### src/sv/kmp_pkg.sv
// Shared types, codes and default sizes for the KMP stream matcher.
`timescale 1ns / 1ps

package kmp_pkg;

    localparam int DEF_MAX_PATTERN = 1024;
    localparam int DEF_SYMBOL_BITS = 16;
    localparam int SYMBOL_W        = 16;
    localparam int CFG_W           = 11;

    localparam logic [1:0] OP_CLEAR  = 2'd0;
    localparam logic [1:0] OP_APPEND = 2'd1;
    localparam logic [1:0] OP_TEXT   = 2'd2;
    localparam logic [1:0] OP_NEW    = 2'd3;

    localparam logic [1:0] ST_OK    = 2'd0;
    localparam logic [1:0] ST_DROP  = 2'd1;
    localparam logic [1:0] ST_EARLY = 2'd2;

    typedef struct packed {
        logic [1:0]          operation;
        logic [SYMBOL_W-1:0] symbol;
    } in_t;

    typedef struct packed {
        logic       match;
        logic       found;
        logic [1:0] status;
    } out_t;

endpackage

### src/sv/kmp_engine.sv
// Sequencer that builds the failure table and walks failure links over the two memories.
`timescale 1ns / 1ps

module kmp_engine #(
    parameter int MAX_PATTERN = kmp_pkg::DEF_MAX_PATTERN,
    parameter int SYMBOL_BITS = kmp_pkg::DEF_SYMBOL_BITS,
    localparam int IDX_W = $clog2(MAX_PATTERN),
    localparam int CNT_W = $clog2(MAX_PATTERN + 1),
    localparam int LEN_W = (CNT_W > kmp_pkg::CFG_W) ? CNT_W : kmp_pkg::CFG_W,
    localparam int SYM_W = (SYMBOL_BITS < kmp_pkg::SYMBOL_W) ? SYMBOL_BITS : kmp_pkg::SYMBOL_W
) (
    input  logic             clk,
    input  logic             rst_n,
    input  logic             in_valid,
    output logic             in_ready,
    input  kmp_pkg::in_t     in_req,
    input  logic [LEN_W-1:0] eff_len,
    input  logic             cfg_we,
    output logic             res_valid,
    output kmp_pkg::out_t    res,
    input  logic             res_free,
    output logic             pat_we,
    output logic [IDX_W-1:0] pat_waddr,
    output logic [SYM_W-1:0] pat_wdata,
    output logic [IDX_W-1:0] pat_raddr,
    input  logic [SYM_W-1:0] pat_rdata,
    output logic             fail_we,
    output logic [IDX_W-1:0] fail_waddr,
    output logic [IDX_W-1:0] fail_wdata,
    output logic [IDX_W-1:0] fail_raddr,
    input  logic [IDX_W-1:0] fail_rdata
);
    import kmp_pkg::*;

    localparam logic [1:0] S_IDLE = 2'd0;
    localparam logic [1:0] S_CMP  = 2'd1;
    localparam logic [1:0] S_TAIL = 2'd2;
    localparam logic [1:0] S_DONE = 2'd3;

    logic [1:0]       state_reg, state_next;
    logic [CNT_W-1:0] count_reg, count_next;
    logic [IDX_W-1:0] build_pos_reg, build_pos_next;
    logic [IDX_W-1:0] match_pos_reg, match_pos_next;
    logic             found_reg, found_next;
    logic [IDX_W-1:0] pos_reg, pos_next;
    logic [SYM_W-1:0] sym_reg, sym_next;
    logic             text_reg, text_next;
    out_t             res_reg, res_next;

    logic             accept;
    logic [SYM_W-1:0] sym_in;
    logic             pat_full;
    logic [IDX_W-1:0] text_start;
    logic [IDX_W-1:0] start_pos;
    logic             eq;
    logic             step_back;
    logic [CNT_W-1:0] new_pos;
    logic             hit;
    logic [LEN_W-1:0] len_m1_full;
    logic [IDX_W-1:0] len_m1;

    assign in_ready    = (state_reg == S_IDLE);
    assign accept      = in_valid && in_ready;
    assign sym_in      = in_req.symbol[SYM_W-1:0];
    assign pat_full    = LEN_W'(count_reg) >= eff_len;
    assign text_start  = (LEN_W'(match_pos_reg) >= eff_len) ? '0 : match_pos_reg;
    assign eq          = (pat_rdata == sym_reg);
    assign step_back   = (pos_reg != '0) && !eq;
    assign new_pos     = CNT_W'(pos_reg) + CNT_W'(eq);
    assign hit         = (LEN_W'(new_pos) == eff_len);
    assign len_m1_full = eff_len - LEN_W'(1);
    assign len_m1      = len_m1_full[IDX_W-1:0];

    always_comb
    begin
        case (state_reg)
            S_IDLE:  start_pos = (in_req.operation == OP_TEXT) ? text_start : build_pos_reg;
            S_CMP:   start_pos = fail_rdata;
            default: start_pos = pos_reg;
        endcase
    end

    assign pat_raddr  = start_pos;
    assign fail_raddr = (state_reg == S_CMP && !step_back) ? len_m1 : start_pos - IDX_W'(1);

    assign pat_we     = accept && (in_req.operation == OP_APPEND) && !pat_full;
    assign pat_waddr  = count_reg[IDX_W-1:0];
    assign pat_wdata  = sym_in;

    assign fail_we    = (pat_we && count_reg == '0)
                     || (state_reg == S_CMP && !step_back && !text_reg);
    assign fail_waddr = count_reg[IDX_W-1:0];
    assign fail_wdata = (state_reg == S_IDLE) ? '0 : new_pos[IDX_W-1:0];

    always_comb
    begin
        state_next     = state_reg;
        count_next     = count_reg;
        build_pos_next = build_pos_reg;
        match_pos_next = match_pos_reg;
        found_next     = found_reg;
        pos_next       = pos_reg;
        sym_next       = sym_reg;
        text_next      = text_reg;
        res_next       = res_reg;

        case (state_reg)
            S_IDLE:
            begin
                if (accept)
                begin
                    sym_next        = sym_in;
                    res_next.match  = 1'b0;
                    res_next.found  = found_reg;
                    res_next.status = ST_OK;
                    state_next      = S_DONE;
                    case (in_req.operation)
                        OP_CLEAR:
                        begin
                            count_next     = '0;
                            build_pos_next = '0;
                            match_pos_next = '0;
                            found_next     = 1'b0;
                            res_next.found = 1'b0;
                        end
                        OP_APPEND:
                        begin
                            if (pat_full)
                            begin
                                res_next.status = ST_DROP;
                            end
                            else if (count_reg == '0)
                            begin
                                count_next     = CNT_W'(1);
                                build_pos_next = '0;
                            end
                            else
                            begin
                                pos_next   = build_pos_reg;
                                text_next  = 1'b0;
                                state_next = S_CMP;
                            end
                        end
                        OP_TEXT:
                        begin
                            if (!pat_full)
                            begin
                                res_next.status = ST_EARLY;
                            end
                            else
                            begin
                                pos_next   = text_start;
                                text_next  = 1'b1;
                                state_next = S_CMP;
                            end
                        end
                        default:
                        begin
                            match_pos_next = '0;
                            found_next     = 1'b0;
                            res_next.found = 1'b0;
                        end
                    endcase
                end
            end
            S_CMP:
            begin
                if (step_back)
                begin
                    pos_next = fail_rdata;
                end
                else if (!text_reg)
                begin
                    build_pos_next = new_pos[IDX_W-1:0];
                    count_next     = count_reg + CNT_W'(1);
                    state_next     = S_DONE;
                end
                else if (hit)
                begin
                    found_next     = 1'b1;
                    res_next.match = 1'b1;
                    res_next.found = 1'b1;
                    state_next     = S_TAIL;
                end
                else
                begin
                    match_pos_next = new_pos[IDX_W-1:0];
                    state_next     = S_DONE;
                end
            end
            S_TAIL:
            begin
                match_pos_next = fail_rdata;
                state_next     = S_DONE;
            end
            default:
            begin
                if (res_free)
                begin
                    state_next = S_IDLE;
                end
            end
        endcase

        if (cfg_we)
        begin
            match_pos_next = '0;
        end
    end

    always_ff @(posedge clk or negedge rst_n)
    begin
        if (!rst_n)
        begin
            state_reg     <= S_IDLE;
            count_reg     <= '0;
            build_pos_reg <= '0;
            match_pos_reg <= '0;
            found_reg     <= 1'b0;
        end
        else
        begin
            state_reg     <= state_next;
            count_reg     <= count_next;
            build_pos_reg <= build_pos_next;
            match_pos_reg <= match_pos_next;
            found_reg     <= found_next;
        end
    end

    always_ff @(posedge clk)
    begin
        pos_reg  <= pos_next;
        sym_reg  <= sym_next;
        text_reg <= text_next;
        res_reg  <= res_next;
    end

    assign res_valid = (state_reg == S_DONE);
    assign res       = res_reg;

endmodule

### config.mk
export PLATFORM = sky130hd
export DESIGN_NAME = kmp_engine
export DESIGN_NICKNAME = d
export VERILOG_FILES = /design/src/sv/kmp_pkg.sv /design/src/sv/kmp_engine.sv
export SDC_FILE = /design/constraint.sdc
export NUM_CORES = 1
export LEC_CHECK = 0
export BUFFER_PORTS_ARGS = -buffer_cell sky130_fd_sc_hd__buf_4
export CORE_MARGIN = 3
export CORE_UTILIZATION = 49
export DETAILED_ROUTE_END_ITERATION = 7
export PLACE_DENSITY_LB_ADDON = 0.05
export SYNTH_ARGS = -nofsm -noshare
export SYNTH_HDL_FRONTEND = slang
export SYNTH_SLANG_ARGS = --single-unit
### constraint.sdc
create_clock -name clk -period 3.1 [get_ports clk]
set_input_delay 0.31 -clock clk [delete_from_list [all_inputs] [get_ports clk]]
set_output_delay 0.31 -clock clk [all_outputs]
set_load 0.01 [all_outputs]
======== After elaboration in Yosys (flattened, before gate mapping) ========
Cells that the tools add are included.
cells by class
  $add $sub $neg .......................... 4
  order comparisons ....................... 2
  equal/unequal tests ..................... 27
  muxes and demuxes ....................... 61
  reduce and logical (&&, ||, !) cells .... 28
operators with widths
  operator               count
  $mux 10                20
  $pmux 10 s2            5
  $mux 11                5
  $pmux 11 s2            2
  $pmux 10 s3            1
  $mux 2                 11
  $sub 10x1->10 const B  2
  $ne 3x3->1 const B     6
  $eq 16x16->1           1
  $ne 2x2->1 const B     8
  $reduce_and 7->1       2
  $pmux 2 s2             3
  $reduce_and 6->1       2
  $add 10x1->11          1
  $add 11x1->11 const B  1
  $eq 11x11->1           1
  $ge 10x11->1           1
  $ge 11x11->1           1
  $logic_not 11->1       1
  $mux 1                 10
  $reduce_bool 10->1     1
  $ne 3x1->1 const B     3
  $reduce_bool 4->1      2
  $logic_and 1x1->1      7
  other kinds (15)       25
storage, ports and cells
  bits in registers ....................... 65
  input bits .............................. 60
  output and inout port bits .............. 74
  logic and storage cells ................. 133

======== Depth between registers and ports, before layout ========
  depth after elaboration ................. 8
  mapped depth ............................ 14
  mapped depth without buffers ............ 13

======== Worst setup path after synthesis ========
Ideal clock, no wire load.
  kind .................................... flip-flop to flip-flop
  start point ............................. register sym_reg[6]
  end point ............................... register res_reg (netlist bit res[2]) (enable)
  setup time .............................. 338 ps
  arrival time ............................ 3023 ps
  slack ................................... -261 ps
  cell stages (with the launch flop) ...... 12
  cell sequence ........................... edfxtp_1 -> xnor2_1 -> nand4_1 -> nor4_4 -> ha_1 -> ha_1 -> xor2_2 -> xnor2_1 -> or4_4 -> nor4b_4 -> nand3_2 -> a2111oi_4
between the ends
  word-level cells in the longest chain between the ends .. 5
ends and longest elaborated chain
  what                                                      RTL line                            source
  start: declaration                                        kmp_engine.sv:46                    logic [SYM_W-1:0] sym_reg, sym_next;
  start signal: assignment                                  kmp_engine.sv:234                   sym_reg <= sym_next;
  $eq 16x16->1 *                                            kmp_engine.sv:67                    assign eq = (pat_rdata == sym_reg);
  $add 10x1->11 / $logic_not 1->1 (equally long branches)   kmp_engine.sv:69, kmp_engine.sv:68
  $eq 11x11->1 / $logic_and 1x1->1 (equally long branches)  kmp_engine.sv:70, kmp_engine.sv:68
  $ne 2x2->1 (no line)                                      n/a
  $reduce_and 5->1 (no line) *                              n/a
  end signal: assignment                                    kmp_engine.sv:236                   res_reg <= res_next;
  end: declaration                                          kmp_engine.sv:48                    out_t res_reg, res_next;
Mark *: on every way between the ends. The rest lies on a longest branch, timed or not.
A chain may end at the register's enable or synchronous reset.

======== Final worst setup path ========
  start point ............................. register match_pos_reg[6]
  end point ............................... output port fail_raddr[9]
between the ends
  word-level cells in the longest chain between the ends .. 6
ends and longest elaborated chain
  what                      RTL line           source
  start: declaration        kmp_engine.sv:43   logic [IDX_W-1:0] match_pos_reg, match_pos_next;
  start signal: assignment  kmp_engine.sv:226  match_pos_reg <= match_pos_next;
  $ge 10x11->1              kmp_engine.sv:66   assign text_start = (LEN_W'(match_pos_reg) >= eff_len) ? '0 : match_pos_reg;
  $mux 10 *                 kmp_engine.sv:66
  $mux 10 *                 kmp_engine.sv:77   S_IDLE: start_pos = (in_req.operation == OP_TEXT) ? text_start : build_pos_reg;
  $pmux 10 s2 *             kmp_engine.sv:76   case (state_reg)
  $sub 10x1->10 *           kmp_engine.sv:84   assign fail_raddr = (state_reg == S_CMP && !step_back) ? len_m1 : start_pos - IDX_W'(1);
  $mux 10 *                 kmp_engine.sv:84
  end: declaration          kmp_engine.sv:30   output logic [IDX_W-1:0] fail_raddr,
Marks and branches as above.

==> impl_metrics.ini <==
[cells_and_area]
area_delta_synth_final_pct = 47.4
nets = 853
fill_cells = 703
multi_input_area_mm2 = 0.00335
drive_gt1_frac = 0.451
largest_register_ffs = 16
diodes = 0
final_cell_area_mm2 = 0.00767
seq_area_mm2 = 0.00178

[timing]
fin_skew_ps = 13.5
fmax_mhz = 282
rsz0062_at_grt = true
finalMaxSlewViolations = 0
final.setup.tns_ps = -5430
worst_slew_pin_slew_ps = 705
setup_violations = 23
hold_violations = 0
whs_ps = 137
finalCriticalPeriod_ps = 3550
setup_ws_ps = -451
max_slew_margin = 0.529
post-route-period-util = 1.15

[clocking]
clock-root-buffer = clkbuf_8
cts_buffer_depth = 2
clock-sinks = 65
cts_tree = done
cts_buffers = 9
htreeDepth = 3
insertion_delay_ps = 360
clkTransAtPathRegs_ps = 80

[synth]
synthArstFlopShare = 0.523
netlist_area_mm2 = 0.00520
yosys_warnings = 0
synth_cell_types = 67
synth_ff_type = dfrtp_1
synth_seq_cells = 65
syn_nets = 648
synth_edf_count = 31
synthDominantCellAreaShare = 0.179
ys_top_cells_by_area = edfxtp_1 (18%), dfrtp_1 (16%), ha_1 (7.9%), buf_4 (5.3%), nand2_1 (4.6%)
netlist_instances = 555
avgSynthCellArea_um2 = 9.38
ys_seq_area_frac = 0.342
yosys.area.top_type = edfxtp_1

[placement]
io_buffer_count = 133
dp_hpwl_mm = 13.1
placed_area_mm2 = 0.00673
gp_congestion = 1.00
pre_cts_slack_ps = -301

[drt]
drt_iter0_drc = 524
viasPerCell = 5.83
drt-total-wl_mm = 18.1
avgRoutedWirePerCell_um = 20.1
route.detailed.drc = 0
dr.pass1.iters = 6
postRouteAntennaNets = 0
num_vias = 5231

[die]
die_w_um = 109
pin_count = 134
num_rows = 36
die_area_mm2 = 0.0119
die_h_um = 109
initial_utilization = 0.518
core-area_mm2 = 0.0100

[global_routing]
overflow = 0
grt_pass1_wl_mm = 26.4
grt_pass1_vias = 5050
grt_max_degree = 35
gr-usage-met1 = 0.385
antenna_found_initial = 0
met2_usage = 0.486
grtUsageMet3 = 0.0438
grt_usage = 0.293
top_usage_layer = met2

[run]
maxCapViolations = 0

[critical_path]
rr_worst_depth = 11
end_kind = primary output
worstSetupStartpointType = register
required_ps = 2790
cp.arrival_ps = 3240
path_max_fanout = 5
crit_type = reg -> out

[hold_path]
hold_path_class = in -> reg
hold_depth = 1

[power]
power.density_mw_per_mm2 = 942
p_leak_nw = 3.46
power_mw = 7.22
ir_drop_v = 0.000667

[run_status]
status = finished with violations
violations = setup timing
cell type report:
| class | instances | area share |
|---|---|---|
| clock inverter | 6 | 0.0121 |
| sequential | 65 | 0.233 |
| inverter | 28 | 0.0137 |
| timing repair buffer | 256 | 0.266 |
| clock buffer | 10 | 0.0166 |
| multi-input combinational | 400 | 0.437 |
| tap | 133 | 0.0217 |
synth_stat cells (all sizes together), types with 8 or more instances:
master	n
nand2	64
nor2	25
o21ai	39
xor2	8
nand3	18
a222oi	8
edfxtp	31
dfrtp	34
ha	33
mux2i	12
clkbuf	16
a21oi	32
buf	46
inv	28
xnor2	27
nor2b	19
nor3	8
o31ai	9
logic make-up (layout without fill, tap and decap cells):
family,count (synthesis),count (layout),synth area share
flip-flops,65,65,0.342
adder cells (fa/ha/maj),33,33,0.0793
AO/OA/AOI/OAI,129,129,0.168
XOR/XNOR,42,42,0.0906
multiplexers,18,18,0.0375
AND/OR/NAND/NOR,178,178,0.185
buffers and inverters,90,300,0.0969
critical path, stage by stage (launching register included):
cell      delay [ps]
dfrtp_1          440
ha_4             290
nand2_1           90
o31a_1           350
o221ai_4         270
buf_6            150
o31ai_4           90
or2b_1           260
o32a_4           370
nor4_4           280
xnor2_1          150
buf_4            140
final timing paths:
kind / slack, ps / end / from
max in group asynchronous: 2280 / count_reg[0] / rst_n
max reg2reg: -310 / res[2] / sym_reg[2]
min: 140 / sym_reg[8] / in_req[8]
max: -450 / fail_raddr[9] / match_pos_reg[6]
min reg2reg: 540 / build_pos_reg[3] / build_pos_reg[3]
min in group asynchronous: 430 / build_pos_reg[6] / rst_n
repair_timing:
| item | in CTS | in global routing |
|---|---|---|
| setup endpoints to repair | 24 | 30 |
| hold buffers | 1 | 0 |
| gates cloned | 1 | 1 |
| endpoints found under the hold margin | 34 | 0 |
| pin swaps | 14 | 33 |
| setup buffers | 10 | 21 |
| resized for setup | 38 | 50 |
cells in the final DEF (no fill, tap or decap), types with 7 or more instances in the layout:
| cell | Yosys | routed |
|---|---|---|
| mux2i_1 | 10 | 9 |
| a21oi_2 | 0 | 7 |
| ha_4 | 0 | 10 |
| inv_1 | 27 | 23 |
| a222oi_1 | 8 | 8 |
| clkbuf_8 | 0 | 9 |
| buf_6 | 3 | 13 |
| nor2b_1 | 19 | 19 |
| nand3_1 | 15 | 9 |
| o21ai_0 | 36 | 34 |
| nand2_1 | 64 | 60 |
| xnor2_1 | 27 | 27 |
| xor2_1 | 7 | 7 |
| edfxtp_1 | 31 | 31 |
| dfrtp_1 | 34 | 33 |
| buf_4 | 37 | 237 |
| nor2_1 | 25 | 21 |
| a21oi_1 | 32 | 25 |
| xnor3_1 | 7 | 7 |
| ha_1 | 33 | 23 |
per-stage QoR:
step | cells | util
6_report | 898 | 0.763
5_1_grt | 898 | 0.763
4_1_cts | 878 | 0.722
3_5_place_dp | 850 | 0.670
3_3_place_gp | 850 | 0.670
2_1_floorplan | 555 | -
report_power, final:
| part | total (mW) | internal [mW] | switching (mW) |
|---|---|---|---|
| Sequential | 1.40 | 1.19 | 0.207 |
| Combinational | 4.99 | 2.40 | 2.59 |
| Clock | 0.834 | 0.456 | 0.378 |
routing by layer:
metal,up-vias,part of all wire
met1,2476,0.40
met3,66,0.084
met4,0,0.044
met2,305,0.47
li1,2384,-
met5,-,0
(Power assumes the default switching activity.)
